File: src/hdl/tmeu_fifo.sv
// ============================================================================
// tmeu_fifo
// Small register queue between the front and back ends.
// ============================================================================
module tmeu_fifo #(
    parameter int WIDTH = 8,
    parameter int DEPTH = 4,
    localparam int PW   = $clog2(DEPTH)
) (
    input  logic             clk,
    input  logic             rst_n,
    input  logic             push,
    input  logic [WIDTH-1:0] din,
    output logic             full,
    input  logic             pop,
    output logic [WIDTH-1:0] dout,
    output logic             empty
);

    localparam logic [PW-1:0] LAST  = PW'(DEPTH - 1);
    localparam logic [PW:0]   DEPTH_C = (PW + 1)'(DEPTH);

    logic [WIDTH-1:0] entry_reg [DEPTH];
    logic [PW-1:0]    wr_ptr_reg;
    logic [PW-1:0]    rd_ptr_reg;
    logic [PW:0]      count_reg;
    logic [PW:0]      count_next;

    assign full  = (count_reg == DEPTH_C);
    assign empty = (count_reg == '0);
    assign dout  = entry_reg[rd_ptr_reg];

    always_comb
    begin
        count_next = count_reg;
        if (push && !pop)
        begin
            count_next = count_reg + 1'b1;
        end
        else if (pop && !push)
        begin
            count_next = count_reg - 1'b1;
        end
    end

    always_ff @(posedge clk or negedge rst_n)
    begin
        if (!rst_n)
        begin
            wr_ptr_reg <= '0;
            rd_ptr_reg <= '0;
            count_reg  <= '0;
        end
        else
        begin
            count_reg <= count_next;
            if (push)
            begin
                wr_ptr_reg <= (wr_ptr_reg == LAST) ? '0 : wr_ptr_reg + 1'b1;
            end
            if (pop)
            begin
                rd_ptr_reg <= (rd_ptr_reg == LAST) ? '0 : rd_ptr_reg + 1'b1;
            end
        end
    end

    always_ff @(posedge clk)
    begin
        if (push)
        begin
            entry_reg[wr_ptr_reg] <= din;
        end
    end

endmodule

File: config.mk
export PLATFORM = sky130hd
export DESIGN_NAME = tmeu_fifo
export DESIGN_NICKNAME = d
export VERILOG_FILES = /design/src/hdl/tmeu_fifo.sv
export SDC_FILE = /design/constraint.sdc
export NUM_CORES = 1
export LEC_CHECK = 0
export ABC_CLOCK_PERIOD_IN_PS = 1500
export BUFFER_PORTS_ARGS = -buffer_cell sky130_fd_sc_hd__buf_2
export CAP_MARGIN = 20
export CORE_ASPECT_RATIO = 2
export CORE_MARGIN = 2
export CORE_UTILIZATION = 50
export CTS_CLUSTER_SIZE = 10
export DETAILED_ROUTE_END_ITERATION = 16
export GPL_ROUTABILITY_DRIVEN = 0
export PLACE_DENSITY = 0.76
export SKIP_LAST_GASP = 1
export SYNTH_ARGS = -nofsm -noshare
export SYNTH_HDL_FRONTEND = slang
export SYNTH_SLANG_ARGS = --single-unit
File: constraint.sdc
create_clock -name clk -period 1.5 [get_ports clk]
set_clock_uncertainty 0.15 [all_clocks]
set_input_delay 0.075 -clock clk [delete_from_list [all_inputs] [get_ports clk]]
set_output_delay 0.075 -clock clk [all_outputs]
set_load 0.05 [all_outputs]
# After elaboration in Yosys (flattened, before gate mapping)
# Memories as Yosys holds them, arrays and structs flattened.
# Cells that the tools add are included.
[classes]
n_addsub = 4
n_eq_ne = 3
muxes = 6
n_reduce_logical = 6
[op_table]
columns = ["op", "count"]
rows = [
  ["$mux W3", 2],
  ["$add A2 B1 Y2 const B", 2],
  ["$eq A2 B2 Y1 const B", 2],
  ["$mux W2", 2],
  ["$add A3 B1 Y3 const B", 1],
  ["$eq A3 B3 Y1 const B", 1],
  ["$logic_not A3 Y1", 1],
  ["$sub A3 B1 Y3 const B", 1],
  ["$logic_and A1 B1 Y1", 2],
  ["$logic_not A1 Y1", 2],
  ["$mux W1", 2],
  ["$reduce_bool A2 Y1", 1],
]
[word_totals]
ff_bits = 7
ram_bits = 32
input_bits = 12
output_inout_bits = 10
elab_cells = 23
mem_count = 1
[mem_list]
columns = ["name", "depth", "word_bits", "rd", "rd_clocked_by_memory_dff", "write_ports", "line", "rtl"]
rows = [
  ["entry_reg", 4, 8, 1, 0, 1, "23", "logic [WIDTH-1:0] entry_reg [DEPTH];"],
]

# Longest topological paths before layout
[logic_depth]
word_depth = 4
mapped_depth = 7
mapped_depth_nobuf = 7

# Least setup slack after synthesis
# OpenSTA, ideal clock, no wires.
[synth_timing]
kind = "flip-flop to output port"
startpoint = "register count_reg[0]"
endpoint = "output port full"
arrival_ps = 1581
required_ps = 1275
slack_ps = -306
path_stages_with_launch = 2
path_buffers = 0
cell_sequence = "dfrtp_1 > nor3b_1"
[synth_between]
elab_chain_cells = 1
[synth_lines]
columns = ["item", "line", "rtl"]
rows = [
  ["start, declared", "26", "logic [PW:0] count_reg;"],
  ["start signal, assigned", "56", "count_reg <= count_next;"],
  ["$eq A3 B3 Y1", "29", "assign full = (count_reg == DEPTH_C);"],
  ["end, declared", "14", "output logic full,"],
]
# No other way between the ends.

# Final worst setup path
[layout_timing]
startpoint = "register rd_ptr_reg[0]"
endpoint = "output port dout[4]"
[layout_between]
elab_chain_cells = 1
[layout_lines]
columns = ["item", "line", "rtl"]
rows = [
  ["start, declared", "25", "logic [PW-1:0] rd_ptr_reg;"],
  ["start signal, assigned", "63", "rd_ptr_reg <= (rd_ptr_reg == LAST) ? '0 : rd_ptr_reg + 1'b1;"],
  ["$mem_v2 Z4 W8", "-", ""],
  ["end, declared", "16", "output logic [WIDTH-1:0] dout,"],
]
# No other way between the ends.

==> impl_metrics.toml <==
[run_status]
status = "finished with violations"
violations = "negative setup slack"

[timing]
layout_setup_ws_ns = -0.241
relSlewSlack_pct = 67.1
rsz0062_at_grt = "yes"
hold_viol = 0
slew_viol_final = 0
setup_violations = 8
finalCritPeriodShare_pct = 116
finalCriticalPeriod_ns = 1.74
max_freq_mhz = 574
worstMarginPinSlew_ns = 0.494

[synth]
synth-xor-area-share_pct = 1.67
post_synth.cell_area_avg_um2 = 19.9
ys.flop_type = "edfxtp_1"
syn_area_um2 = 1570
synth_top_area_share_pct = 61.2
async_flop_share_pct = 17.9
synth_top_family_by_area = "multiplexers"
synth_most_common_cell = "edfxtp_1"
syn-num-nets = 98
synth_adder_area_share_pct = 6.06
synth_area_leaders = "edfxtp_1 (61%), mux4_2 (11%), dfrtp_1 (11%), ha_1 (4.8%), mux2_2 (2.2%)"
synth-compound-area-share_pct = 0.638
ys_types = 17
synthSimpleGateAreaFrac_pct = 3.59
synth.mux.area_fraction_pct = 13.6
syn_inst = 79
synth_edf_count = 32
yosysTopAreaCell = "edfxtp_1"
yosys-top-cells-count = "edfxtp_1 (32), mux4_2 (8), dfrtp_1 (7)"
ys_ff_latch = 39
synth.yosys.warnings = 0
seq_area_frac_synth_pct = 72.4

[placement]
io_buffers = 21
dp_hpwl_um = 1880
dp_slack_ns = -0.0522
dp.cells = 139

[global_routing]
grt_pass1_wl_um = 4420
grt_antenna_before_repair = 0
grt_max_degree = 13
grt_usage_pct = 17.5
grt_pass1_vias = 986
overflow = 0

[cells_and_area]
largest_register_ffs = 32
fin_util_pct = 72.9
drive_gt1_share_pct = 43.1
syn_to_final_growth_pct = 38.4
final_cells = 160
antenna_cells = 0
nFillCells = 177
finalNetCount = 148

[drt]
route.final.wire_length_um = 2810
vias = 837
drt_pass1_iterations = 4
drt_iter0_drc = 17
drt-wirelength-per-cell_um = 17.6
drc = 0
antenna_left = 0
via_per_inst = 5.23

[worst_setup_path]
cp_max_fo = 7
cp.buffers_inverters = 2
path_cells = "buf_12 > mux4_2 > buf_6"
endpoint_kind = "output port"
max_stage_delay_ns = 0.50
slowest_stage = "mux4_2"
crit_family = "multiplexers"
cp_data_arrival_time_ns = 1.52
required_ns = 1.27
crit_type = "flop to output port"
worst_setup_path_start_kind = "flop"

[clocking]
cts_tree = "built"
htree_levels = 2
cts_buffers = 5
clock-root-buffer = "clkbuf_8"
cts.path.max_buffers = 2
path_clk_slew_ns = 0.07
cts.sinks = 39
clock_latency_ns = 0.29

[pwr]
p_leak_nw = 0.849
peakVddDrop_mv = 1.33
power_mw = 4.56
p_per_area_nw_per_um2 = 2100

[floorplanning]
io-pin-count = 22
fp.dieArea_um2 = 3630
dieWidth_um = 43.6
num_rows = 28
core_um2 = 2980
die_y_um = 83.2
initial_core_util_pct = 52.7

[min_path]
hold_class = "primary input to flop"

[run]
cap_violations = 0
[per-layer routing]
layer	part of all wire [%]	wire [um]	global-route usage (%)	up-vias
li1	-	-	-	402
met1	34	955	16.0	406
met2	60	1690	31.7	22
met3	3.6	101	4.57	7
met4	2.5	70	10.5	0
met5	0	0	0	-
[per-stage QoR]
step                      setup TNS (ns)  hold slack [ns]  cell area [um^2]
final                              -1.88           0.0412              2170
after CTS                          -1.96           0.0330              2130
after global placement                 0           -0.238              1830
after global routing               -2.32           0.0662              2170
after floorplan                        0           -0.371              1580
after detailed placement         -0.0522           -0.231              1830
[repair_timing]
item,in CTS,in global routing
gates resized for setup,19,8
pin swaps,2,2
endpoints found under the hold margin,43,0
hold buffers,12,0
setup buffers,1,0
endpoints found under the setup margin,11,12
[final timing paths]
check	end	slack [ns]	cells after the start	start
hold reg to reg	count_reg[2]	0.42	1	count_reg[2]
max in group asynchronous	rd_ptr_reg[1]	0.34	3	rst_n
min in group asynchronous	wr_ptr_reg[0]	0.60	3	rst_n
setup / recovery	dout[4]	-0.24	3	rd_ptr_reg[0]
hold / removal	count_reg[0]	0.04	3	push
setup reg to reg	rd_ptr_reg[1]	0.04	4	rd_ptr_reg[0]
[logic make-up (layout without fill, tap and decap cells)]
logic type,Yosys count,after routing
adder cells (fa/ha/maj),7,7
XOR/XNOR,3,3
AO/OA/AOI/OAI,2,2
multiplexers,11,11
buffers and inverters,6,57
AND/OR/NAND/NOR,11,11
flip-flops,39,39
[report_power, final]
part,internal (mW),leakage (nW),switching [mW],total (mW)
clock network,0.538,0.0612,0.348,0.885
registers,1.42,0.377,0.181,1.60
logic,0.977,0.411,1.09,2.07
[cell usage in the layout, fill, tap and decap left out, types with 2 or more instances in the layout]
| cell | netlist | routed |
|---|---|---|
| edfxtp_1 | 32 | 32 |
| dlygate4sd3_1 | 0 | 12 |
| buf_6 | 1 | 12 |
| buf_2 | 1 | 11 |
| mux4_2 | 8 | 8 |
| dfrtp_1 | 7 | 7 |
| buf_4 | 0 | 7 |
| clkbuf_8 | 0 | 6 |
| ha_1 | 6 | 5 |
| inv_1 | 4 | 4 |
| and2_1 | 4 | 4 |
| nor2_1 | 3 | 3 |
| buf_12 | 0 | 3 |
| mux2_2 | 3 | 2 |
| nand2_1 | 2 | 2 |
| o21ai_0 | 2 | 2 |
| xor2_1 | 2 | 2 |
[worst min-delay path: stages]
cell and delay, ns:
buf_2 0.09, ha_1 0.20, xnor2_1 0.08
[final cells by class]
class | count | area (um^2) | area share (%)
multi-input cells | 34 | 443 | 20.4
clock inverters | 2 | 35.0 | 1.61
inverters | 4 | 15.0 | 0.691
well taps | 30 | 37.5 | 1.73
clock buffers | 6 | 82.6 | 3.80
flip-flops and latches | 39 | 1140 | 52.3
repair buffers | 45 | 423 | 19.5
Power figures use the tool's default switching activity.
