--- src/hdl/tmeu_pkg.sv ---
// ============================================================================
// tmeu_pkg
// Shared types, command codes and default sizes for the tape machine
// execute unit.
// ============================================================================
package tmeu_pkg;

    localparam int TAPE_DEPTH_DEF    = 65536;
    localparam int PROGRAM_DEPTH_DEF = 65536;
    localparam int QUEUE_DEPTH       = 4;

    localparam logic [2:0] CMD_ADD    = 3'd0;
    localparam logic [2:0] CMD_MOVE   = 3'd1;
    localparam logic [2:0] CMD_OUT    = 3'd2;
    localparam logic [2:0] CMD_IN     = 3'd3;
    localparam logic [2:0] CMD_JZ     = 3'd4;
    localparam logic [2:0] CMD_JNZ    = 3'd5;
    localparam logic [2:0] CMD_CLEAR  = 3'd6;
    localparam logic [2:0] CMD_MULADD = 3'd7;

    typedef struct packed {
        logic [2:0]         command;
        logic [15:0]        pc_now;
        logic signed [31:0] arg_first;
        logic signed [15:0] arg_factor;
        logic [7:0]         in_byte;
        logic               in_eof;
    } cmd_item_t;

    typedef struct packed {
        logic [16:0] next_pc;
        logic        out_valid;
        logic [7:0]  out_byte;
    } res_item_t;

    // classified operation handed from the front end to the back end
    typedef struct packed {
        logic [2:0]  cmd;
        logic [16:0] pc_plus;
        logic [16:0] target;
        logic [7:0]  data;
        logic [7:0]  delta;
        logic [7:0]  factor;
    } op_t;

endpackage

--- src/hdl/tmeu_cmod.sv ---
// ============================================================================
// tmeu_cmod
// Three-stage remainder of a 32-bit unsigned value by a constant divisor:
// reciprocal multiply, quotient times divisor, then one correction step.
// ============================================================================
module tmeu_cmod #(
    parameter int DIVISOR = 64,
    localparam int RW     = $clog2(DIVISOR)
) (
    input  logic          clk,
    input  logic          en,
    input  logic [31:0]   x,
    output logic [RW-1:0] rem
);

    localparam int          SH    = 32 + RW;
    localparam logic [63:0] MUL_W = (64'd1 << SH) / 64'(DIVISOR);
    localparam logic [32:0] MUL   = MUL_W[32:0];
    localparam logic [31:0] DIV32 = 32'(DIVISOR);

    logic [64:0] prod_reg;
    logic [64:0] prod_next;
    logic [31:0] x1_reg;
    logic [31:0] x2_reg;
    logic [31:0] qd_reg;
    logic [31:0] qd_next;
    logic [RW-1:0] rem_reg;
    logic [RW-1:0] rem_next;
    logic [64:0] q_shift;
    logic [63:0] qd_full;
    logic [31:0] diff;
    logic [31:0] diff_fix;

    always_comb
    begin
        prod_next = 65'(x) * 65'(MUL);
        q_shift   = prod_reg >> SH;
        qd_full   = 64'(q_shift[31:0]) * 64'(DIV32);
        qd_next   = qd_full[31:0];
        diff      = x2_reg - qd_reg;
        diff_fix  = (diff >= DIV32) ? (diff - DIV32) : diff;
        rem_next  = diff_fix[RW-1:0];
    end

    always_ff @(posedge clk)
    begin
        if (en)
        begin
            prod_reg <= prod_next;
            x1_reg   <= x;
            qd_reg   <= qd_next;
            x2_reg   <= x1_reg;
            rem_reg  <= rem_next;
        end
    end

    assign rem = rem_reg;

endmodule

--- src/hdl/tmeu_front.sv ---
// ============================================================================
// tmeu_front
// Front end: accepts transactions, reduces the offset and jump target by the
// tape and program depths, and pushes classified operations into the queue.
// ============================================================================
module tmeu_front #(
    parameter int TAPE_DEPTH    = tmeu_pkg::TAPE_DEPTH_DEF,
    parameter int PROGRAM_DEPTH = tmeu_pkg::PROGRAM_DEPTH_DEF,
    localparam int TAW          = $clog2(TAPE_DEPTH),
    localparam int PAW          = $clog2(PROGRAM_DEPTH)
) (
    input  logic                clk,
    input  logic                rst_n,
    input  logic                hold,
    input  logic                item_valid,
    output logic                item_stall,
    input  tmeu_pkg::cmd_item_t item,
    input  logic                q_full,
    output logic                q_push,
    output tmeu_pkg::op_t       q_op,
    output logic [TAW-1:0]      q_off
);

    import tmeu_pkg::*;

    // 2^32 mod depth, the correction for a negative offset
    localparam logic [63:0]    WRAP_K  = (64'd1 << 32) % 64'(TAPE_DEPTH);
    localparam logic [TAW-1:0] WK      = TAW'(WRAP_K);
    localparam logic [TAW-1:0] WK_COMP = TAW'(64'(TAPE_DEPTH) - WRAP_K);

    logic      adv;
    logic      accept;
    logic      v1_reg;
    logic      v2_reg;
    logic      v3_reg;
    cmd_item_t p1_reg;
    cmd_item_t p2_reg;
    cmd_item_t p3_reg;
    logic [TAW-1:0] tape_rem;
    logic [PAW-1:0] prog_rem;
    logic [31:0]    target_w;

    assign adv        = !(v3_reg && q_full);
    assign item_stall = hold || !adv;
    assign accept     = item_valid && !item_stall;

    always_ff @(posedge clk or negedge rst_n)
    begin
        if (!rst_n)
        begin
            v1_reg <= 1'b0;
            v2_reg <= 1'b0;
            v3_reg <= 1'b0;
        end
        else if (adv)
        begin
            v1_reg <= accept;
            v2_reg <= v1_reg;
            v3_reg <= v2_reg;
        end
    end

    always_ff @(posedge clk)
    begin
        if (adv)
        begin
            p1_reg <= item;
            p2_reg <= p1_reg;
            p3_reg <= p2_reg;
        end
    end

    tmeu_cmod #(.DIVISOR(TAPE_DEPTH)) u_tape_mod (
        .clk (clk),
        .en  (adv),
        .x   ($unsigned(item.arg_first)),
        .rem (tape_rem)
    );

    tmeu_cmod #(.DIVISOR(PROGRAM_DEPTH)) u_prog_mod (
        .clk (clk),
        .en  (adv),
        .x   ($unsigned(item.arg_first)),
        .rem (prog_rem)
    );

    always_comb
    begin
        target_w       = 32'(prog_rem) + 32'd1;
        q_op.cmd       = p3_reg.command;
        q_op.pc_plus   = {1'b0, p3_reg.pc_now} + 17'd1;
        q_op.target    = target_w[16:0];
        q_op.data      = p3_reg.in_eof ? 8'd0 : p3_reg.in_byte;
        q_op.delta     = p3_reg.arg_first[7:0];
        q_op.factor    = p3_reg.arg_factor[7:0];
        if (!p3_reg.arg_first[31])
        begin
            q_off = tape_rem;
        end
        else if (tape_rem >= WK)
        begin
            q_off = tape_rem - WK;
        end
        else
        begin
            q_off = tape_rem + WK_COMP;
        end
    end

    assign q_push = v3_reg && !q_full;

endmodule

--- config.mk ---
export PLATFORM = sky130hd
export DESIGN_NAME = tmeu_front
export DESIGN_NICKNAME = d
export VERILOG_FILES = /design/src/hdl/tmeu_pkg.sv /design/src/hdl/tmeu_cmod.sv /design/src/hdl/tmeu_front.sv
export SDC_FILE = /design/constraint.sdc
export NUM_CORES = 1
export LEC_CHECK = 0
export BUFFER_PORTS_ARGS = -buffer_cell sky130_fd_sc_hd__buf_2
export CORE_UTILIZATION = 25
export DETAILED_ROUTE_END_ITERATION = 7
export PLACE_DENSITY = 0.44
export SLEW_MARGIN = 20
export SYNTH_ARGS = -nofsm -noshare
export SYNTH_HDL_FRONTEND = slang
export SYNTH_SLANG_ARGS = --single-unit
--- constraint.sdc ---
create_clock -name clk -period 6.8 [get_ports clk]
set_input_delay 1.36 -clock clk [delete_from_list [all_inputs] [get_ports clk]]
set_output_delay 1.36 -clock clk [all_outputs]
set_load 0.02 [all_outputs]
Word level (Yosys, flattened, before mapping)
Cells that the tools add are included.

Add/sub/neg operators: 4. Order comparisons: 1. Reduce and logical (&&, ||, !) cells: 6. Multiplexer cells: 2.

Operator list (number): 16-bit by 1-bit adder with 17-bit output (second input constant) (2); 32-bit by 17-bit >= comparator with 1-bit output (second input constant) (1); 32-bit subtractor (1); 16-bit 2-to-1 mux (1); 16-bit by 1-bit subtractor with 16-bit output (second input constant) (1); 8-bit 2-to-1 mux (1); 1-bit logical AND (3); 1-bit logical NOT (2); 1-bit logical OR (1).

Input bits: 81. Bits in registers: 215. Logic and storage cells: 36. Output and inout port bits: 79.

Longest topological paths before layout
Gate-level depths: netlist (run 1).

Word-level depth: 4. Depth in mapped cells: 4. Mapped depth without buffers: 4.

By module
A second synthesis (run 1) with hierarchy kept.

Cell total of the unflattened synthesis: 357. Area, all modules: 7830.0 um^2.

By module, submodules not included: tmeu_front (times used 1, cells each 261, area an instance 4947.2 um^2); tmeu_cmod (times used 2, cells each 48, area an instance 1441.4 um^2).

Worst setup path after synthesis (run 1)
OpenSTA, ideal clock, no wires.

Path kind: input-to-output. Start: input q_full. End: output item_stall. Cell stages on the path: 2. Required time: 5.440 ns. Setup slack: -0.029 ns. Buffers on the path: 0. Arrival: 5.469 ns. Path through: nand2_1 nand2b_1.

Cells in the longest elaborated chain, start to end: 2.

RTL lines: start: declaration (RTL line tmeu_front.sv:18) `input logic q_full,`; 1-bit logical AND (RTL line tmeu_front.sv:43) `assign adv = !(v3_reg && q_full);`; 1-bit logical OR (RTL line tmeu_front.sv:44) `assign item_stall = hold || !adv;`; end: declaration (RTL line tmeu_front.sv:16) `output logic item_stall,`.

Every way passes these cells.

Worst setup path after layout (run 1)
Ends and elaborated chain as after synthesis.

==> results of run 1 <==
==> worst paths after layout <==
path | endpoint | slack (ns) | cells past startpoint | start
max | item_stall | 3.17 | 4 | q_full
min reg2reg | p3_reg[65]$_DFFE_PN_ | 0.41 | 0 | p2_reg[65]$_DFFE_PN_
max reg2reg | p3_reg[64]$_DFFE_PN_ | 4.61 | 2 | v3_reg$_DFFE_PN0N_
max in group asynchronous | v2_reg$_DFFE_PN0N_ | 5.97 | 1 | rst_n
min in group asynchronous | v1_reg$_DFFE_PN0N_ | 0.73 | 1 | rst_n
min | p3_reg[65]$_DFFE_PN_ | 0.41 | 0 | p2_reg[65]$_DFFE_PN_
==> Yosys cell counts, drive strengths merged <==
| library cell | number |
|---|---|
| edfxtp | 156 |
| nand4 | 6 |
| nand2 | 9 |
| nor3 | 8 |
| nand3b | 1 |
| nand3 | 12 |
| nor2 | 7 |
| mux2 | 1 |
| nor2b | 9 |
| dfrtp | 3 |
| inv | 7 |
| nor4 | 7 |
| nand2b | 2 |
| buf | 27 |
| xnor2 | 8 |
| xor2 | 20 |
| and3 | 2 |
| ha | 2 |
==> critical path, stage by stage <==
cell	delay, ns
buf_2	0.15
nand2_8	0.38
nand2b_1	0.19
buf_2	0.18
==> cell type report <==
class                           count  area (um^2)  share of cell area (%)
Sequential cell                   159         4760                    66.4
Multi-Input combinational cell     94          729                    10.2
Timing Repair Buffer              136          683                    9.53
Clock buffer                       19          433                    6.04
Tap cell                          280          350                    4.89
Clock inverter                     13          186                    2.60
Inverter                            7         26.3                   0.367
==> per-stage QoR <==
step	setup slack, ns	hold WS (ns)	cells
6_report	3.17	0.414	708
4_1_cts	3.13	0.415	708
2_1_floorplan	1.67	0.400	287
3_5_place_dp	3.13	0.405	676
3_3_place_gp	3.14	0.401	676
5_1_grt	3.03	0.420	708
==> power breakdown <==
part	switching [mW]	internal, mW	leakage [nW]
combinational	0.277	0.123	0.854
sequential	0.0924	1.30	1.64
clock	0.370	0.616	0.297
==> logic make-up after synthesis <==
kind of cell	synth area share, %
xor gates and xnor gates	4.30
adders and majority gates	0.439
buffers and inverters	4.02
DFF	83.5
muxes	0.197
and+or+nand+nor	7.57
==> metal layers <==
layer,track usage (%),vias up
met4,4.91,2
li1,-,1312
met5,0,-
met3,3.35,17
met1,9.79,1258
met2,13.7,62
==> results.toml, run 1 <==
[sta]
setup_viol = 0
rsz0062_at_grt = "no"
fin_crit_sh_pct = 53.4
finalHoldViolCount = 0
fmax_mhz = 275
drv_slew = 0
tightest_slew_ns = 0.878
relSlewSlack_pct = 41.4
finalSetupTns_ns = 0
skew_ns = 0.00678
min_period_ns = 3.63

[drt]
routed.top_layer = "met5"
drtPass1Iterations = 4
drtIter0Drc = 119
wire_per_inst_um = 13.4
route.detailed.drc = 0
drt_wl_total_um = 9520
viasPerCell = 3.74
wl_met2_um = 4790
wl_met3_um = 443
ant_nets = 0
met1_length_um = 4060
vias = 2651

[cts]
cts_inserted_buffers = 17
clk_latency_ns = 0.42
root_buffer = "clkbuf_16"
hold_buffers = 0
htree_levels = 4
clock-sinks = 159
post_cts_buffers = 0
cts_tree = "yes"
clk_pin_slew_ns = 0.06
post_cts_resized = 0
cts_buffer_depth = 2

[die]
rows = 54
ios = 160
core_area_um2 = 22100
initial_utilization_pct = 25.8
fp.dieArea_um2 = 23400
die_h_um = 153
die_width_um = 153

[cells_and_area]
final_core_util_pct = 32.4
drive_gt1_share_pct = 41.6
layout_commonest_cell = "edfxtp_1"
fillers = 2117
fin_area_um2 = 7170
syn2layout_area_growth_pct = 25.7
nets = 498
layout_common_cells = "156 x edfxtp_1, 135 x buf_2, 20 x xor2_1"
n_antenna_cell = 0

[worst_setup_path]
crit_path_max_fanout = 88
worst-setup-path-type = "primary input to primary output"
end_kind = "primary output"
required_ns = 5.44
cp.arrival_ns = 2.27
setup.worst_path.start_class = "primary input"

[job]
drv_cap = 0

[synth]
yosys_register_bits = 159
synth.net_count = 370
yosysUniqueCellTypes = 23
ys_seq_area_share_pct = 83.5
synth_top_cell_area_share_pct = 82.2
mappedNetlistArea_um2 = 5700
synth_area_leaders = "edfxtp_1 82%, buf_4 3.6%, xor2_1 3.1%"
netlist_instances = 287
synth.avg_cell_area_um2 = 19.9
yosysWarnings = 0
yosys.area.top_type = "edfxtp_1"

[pwr]
p_per_area_nw_per_um2 = 387
ir_drop_mv = 0.138
p_total_mw = 2.77
p_leak_nw = 2.79

[global_route]
gr-total-overflow = 0
grt_usage_pct = 8.57
antenna_found_initial = 1
grt_pass1_vias = 2684
grt_pass1_wl_um = 14900
grt_max_degree = 89

[run_status]
run_status = "completed"

[placement]
placed_area_um2 = 6550
port_buffers = 135
place.gp.congestion = 0.739
hpwl_um = 6550

[worst_hold_path]
min_path_type = "register to register"
Note: power is estimated with default switching activity, not from simulation.
==> run 2, diff against run 1 <==
==> constraint.sdc (replaced) <==
create_clock -name clk -period 3.73 [get_ports clk]
set_input_delay 0.746 -clock clk [delete_from_list [all_inputs] [get_ports clk]]
set_output_delay 0.746 -clock clk [all_outputs]
set_load 0.02 [all_outputs]
==> run 2 against run 1 <==
First-iteration DRC count fell by 5.9%. Sequential share of layout area up 0.081 points. Sequential cell count unchanged. Via count up 3.3%. Critical endpoint is now q_op[38]. Worst setup slack got worse by 2.3 ns. Hold slack worse by 0.30 ns. Cell area shrank 0.12%. Wire length up 0.15%. Die area unchanged. Critical path depth rose by 1. Final cell count is 0.56% higher. Core utilization about the same.
==> results.toml, run 2 (same netlist as run 1, synthesis figures left out) <==
[run_status]
run_status = "completed"

[pwr]
p_leak_nw = 2.77
p_per_area_nw_per_um2 = 697
ir_drop_mv = 0.269
p_total_mw = 4.99

[worst_setup_path]
end_kind = "primary output"
crit_path_cell_trace = "ha_1 > nand3_1 > nor4_2 > xor2_1 > buf_2"
crit_path_max_fanout = 5
max_stage_delay_ns = 0.43
setup.worst_path.start_class = "register"
required_ns = 2.98
cp_slowest_cell = "edfxtp_1"
cp.arrival_ns = 2.06
worst-setup-path-type = "register to primary output"

[drt]
drtIter0Drc = 112
viasPerCell = 3.85
drt_wl_total_um = 9530
vias = 2739
route.detailed.drc = 0
wire_per_inst_um = 13.4
ant_nets = 0
drtPass1Iterations = 4

[die]
core_area_um2 = 22100
ios = 160
die_width_um = 153
fp.dieArea_um2 = 23400
initial_utilization_pct = 25.8
rows = 54
die_h_um = 153

[cells_and_area]
fillers = 2133
layout_commonest_cell = "edfxtp_1"
nets = 499
multiInputGateArea_um2 = 729
syn2layout_area_growth_pct = 25.6
layout_common_cells = "156 x edfxtp_1, 135 x buf_2, 20 x xor2_1"
regArea_um2 = 4760
drive_gt1_share_pct = 41.7

[cts]
cts_tree = "yes"
clk_latency_ns = 0.42
root_buffer = "clkbuf_16"
hold_buffers = 0
htree_levels = 4
cts_inserted_buffers = 17
cts_buffer_depth = 2
post_cts_buffers = 0
post_cts_resized = 0
clk_pin_slew_ns = 0.06
clock-sinks = 159

[sta]
finalHoldViolCount = 0
min_period_ns = 2.81
fin_crit_sh_pct = 75.3
rsz0062_at_grt = "no"
relSlewSlack_pct = 41.5
setup_viol = 0
finalSetupTns_ns = 0
skew_ns = 0.00652
fmax_mhz = 356
drv_slew = 0
tightest_slew_ns = 0.878

[global_route]
grt_usage_pct = 8.57
grt_pass1_vias = 2784
grt_max_degree = 73
gr-total-overflow = 0
grt_pass1_wl_um = 15100
antenna_found_initial = 5

[placement]
hpwl_um = 6600
place.gp.congestion = 0.759
port_buffers = 135

[worst_hold_path]
min_path_type = "primary input to async pin"

[job]
drv_cap = 0
-- run 2: changes by cell type in the layout (fill, tap and decap cells not counted) --
cell and delta:
inv_8 -1, clkinv_4 -1, clkinvlp_4 +3, bufinv_16 -1
inv_6 +1, clkinv_2 -1, diode_2 +3, buf_4 +1
-- run 2: worst paths after layout --
| check | startpoint | end | slack [ns] | cells past startpoint |
|---|---|---|---|---|
| max in group asynchronous | rst_n | v2_reg$_DFFE_PN0N_ | 3.51 | 1 |
| min in group clk | u_prog_mod.x1_reg[3]$_DFFE_PN_ | u_prog_mod.x2_reg[3]$_DFFE_PN_ | 0.41 | 0 |
| worst min register to register | u_prog_mod.x1_reg[3]$_DFFE_PN_ | u_prog_mod.x2_reg[3]$_DFFE_PN_ | 0.41 | 0 |
| worst min-delay path | rst_n | v3_reg$_DFFE_PN0N_ | 0.11 | 1 |
| worst max-delay path | q_op[8]$_DFFE_PN_ | q_op[38] | 0.92 | 5 |
| worst max register to register | v3_reg$_DFFE_PN0N_ | p3_reg[69]$_DFFE_PN_ | 1.80 | 2 |
-- run 2: routing by layer --
| metal | global-route usage (%) | vias up | wire (um) |
|---|---|---|---|
| li1 | - | 1314 | - |
| met5 | 0 | - | 13 |
| met4 | 6.64 | 2 | 359 |
| met2 | 13.4 | 74 | 4640 |
| met3 | 3.03 | 21 | 584 |
| met1 | 9.59 | 1328 | 3940 |
-- run 2: area by class of cell --
type,count,share of cell area [%]
inverters,7,0.367
diodes,3,0.105
well taps,280,4.89
repair buffers,137,9.65
multi-input cells,94,10.2
clock inverters,13,2.27
clock buffers,19,6.05
flip-flops and latches,159,66.5
-- run 2: worst max-delay path, delay by kind of cell (launching register included) --
family	cells	cell delay [ns]
simple gates	2	0.60
flops	1	0.43
fa+ha+maj	1	0.25
xor+xnor	1	0.18
buf+inv	1	0.18
-- run 2: power breakdown --
| part | internal (mW) | switching [mW] |
|---|---|---|
| Sequential | 2.36 | 0.163 |
| Clock | 1.05 | 0.681 |
| Combinational | 0.227 | 0.507 |
-- run 2: metrics by stage --
step / hold WS (ns) / utilization, % / std cells / instance area, um^2 / setup WS, ns
4_1_cts: 0.0884 / 32.4 / 709 / 7150 / 0.858
6_report: 0.114 / 32.4 / 712 / 7160 / 0.920
3_3_place_gp: 0.401 / 29.7 / 677 / 6560 / 1.36
5_1_grt: 0.0935 / 32.4 / 710 / 7150 / 0.752
3_5_place_dp: 0.405 / 29.7 / 677 / 6560 / 1.32
2_1_floorplan: 0.400 / - / 287 / 5710 / 0.779
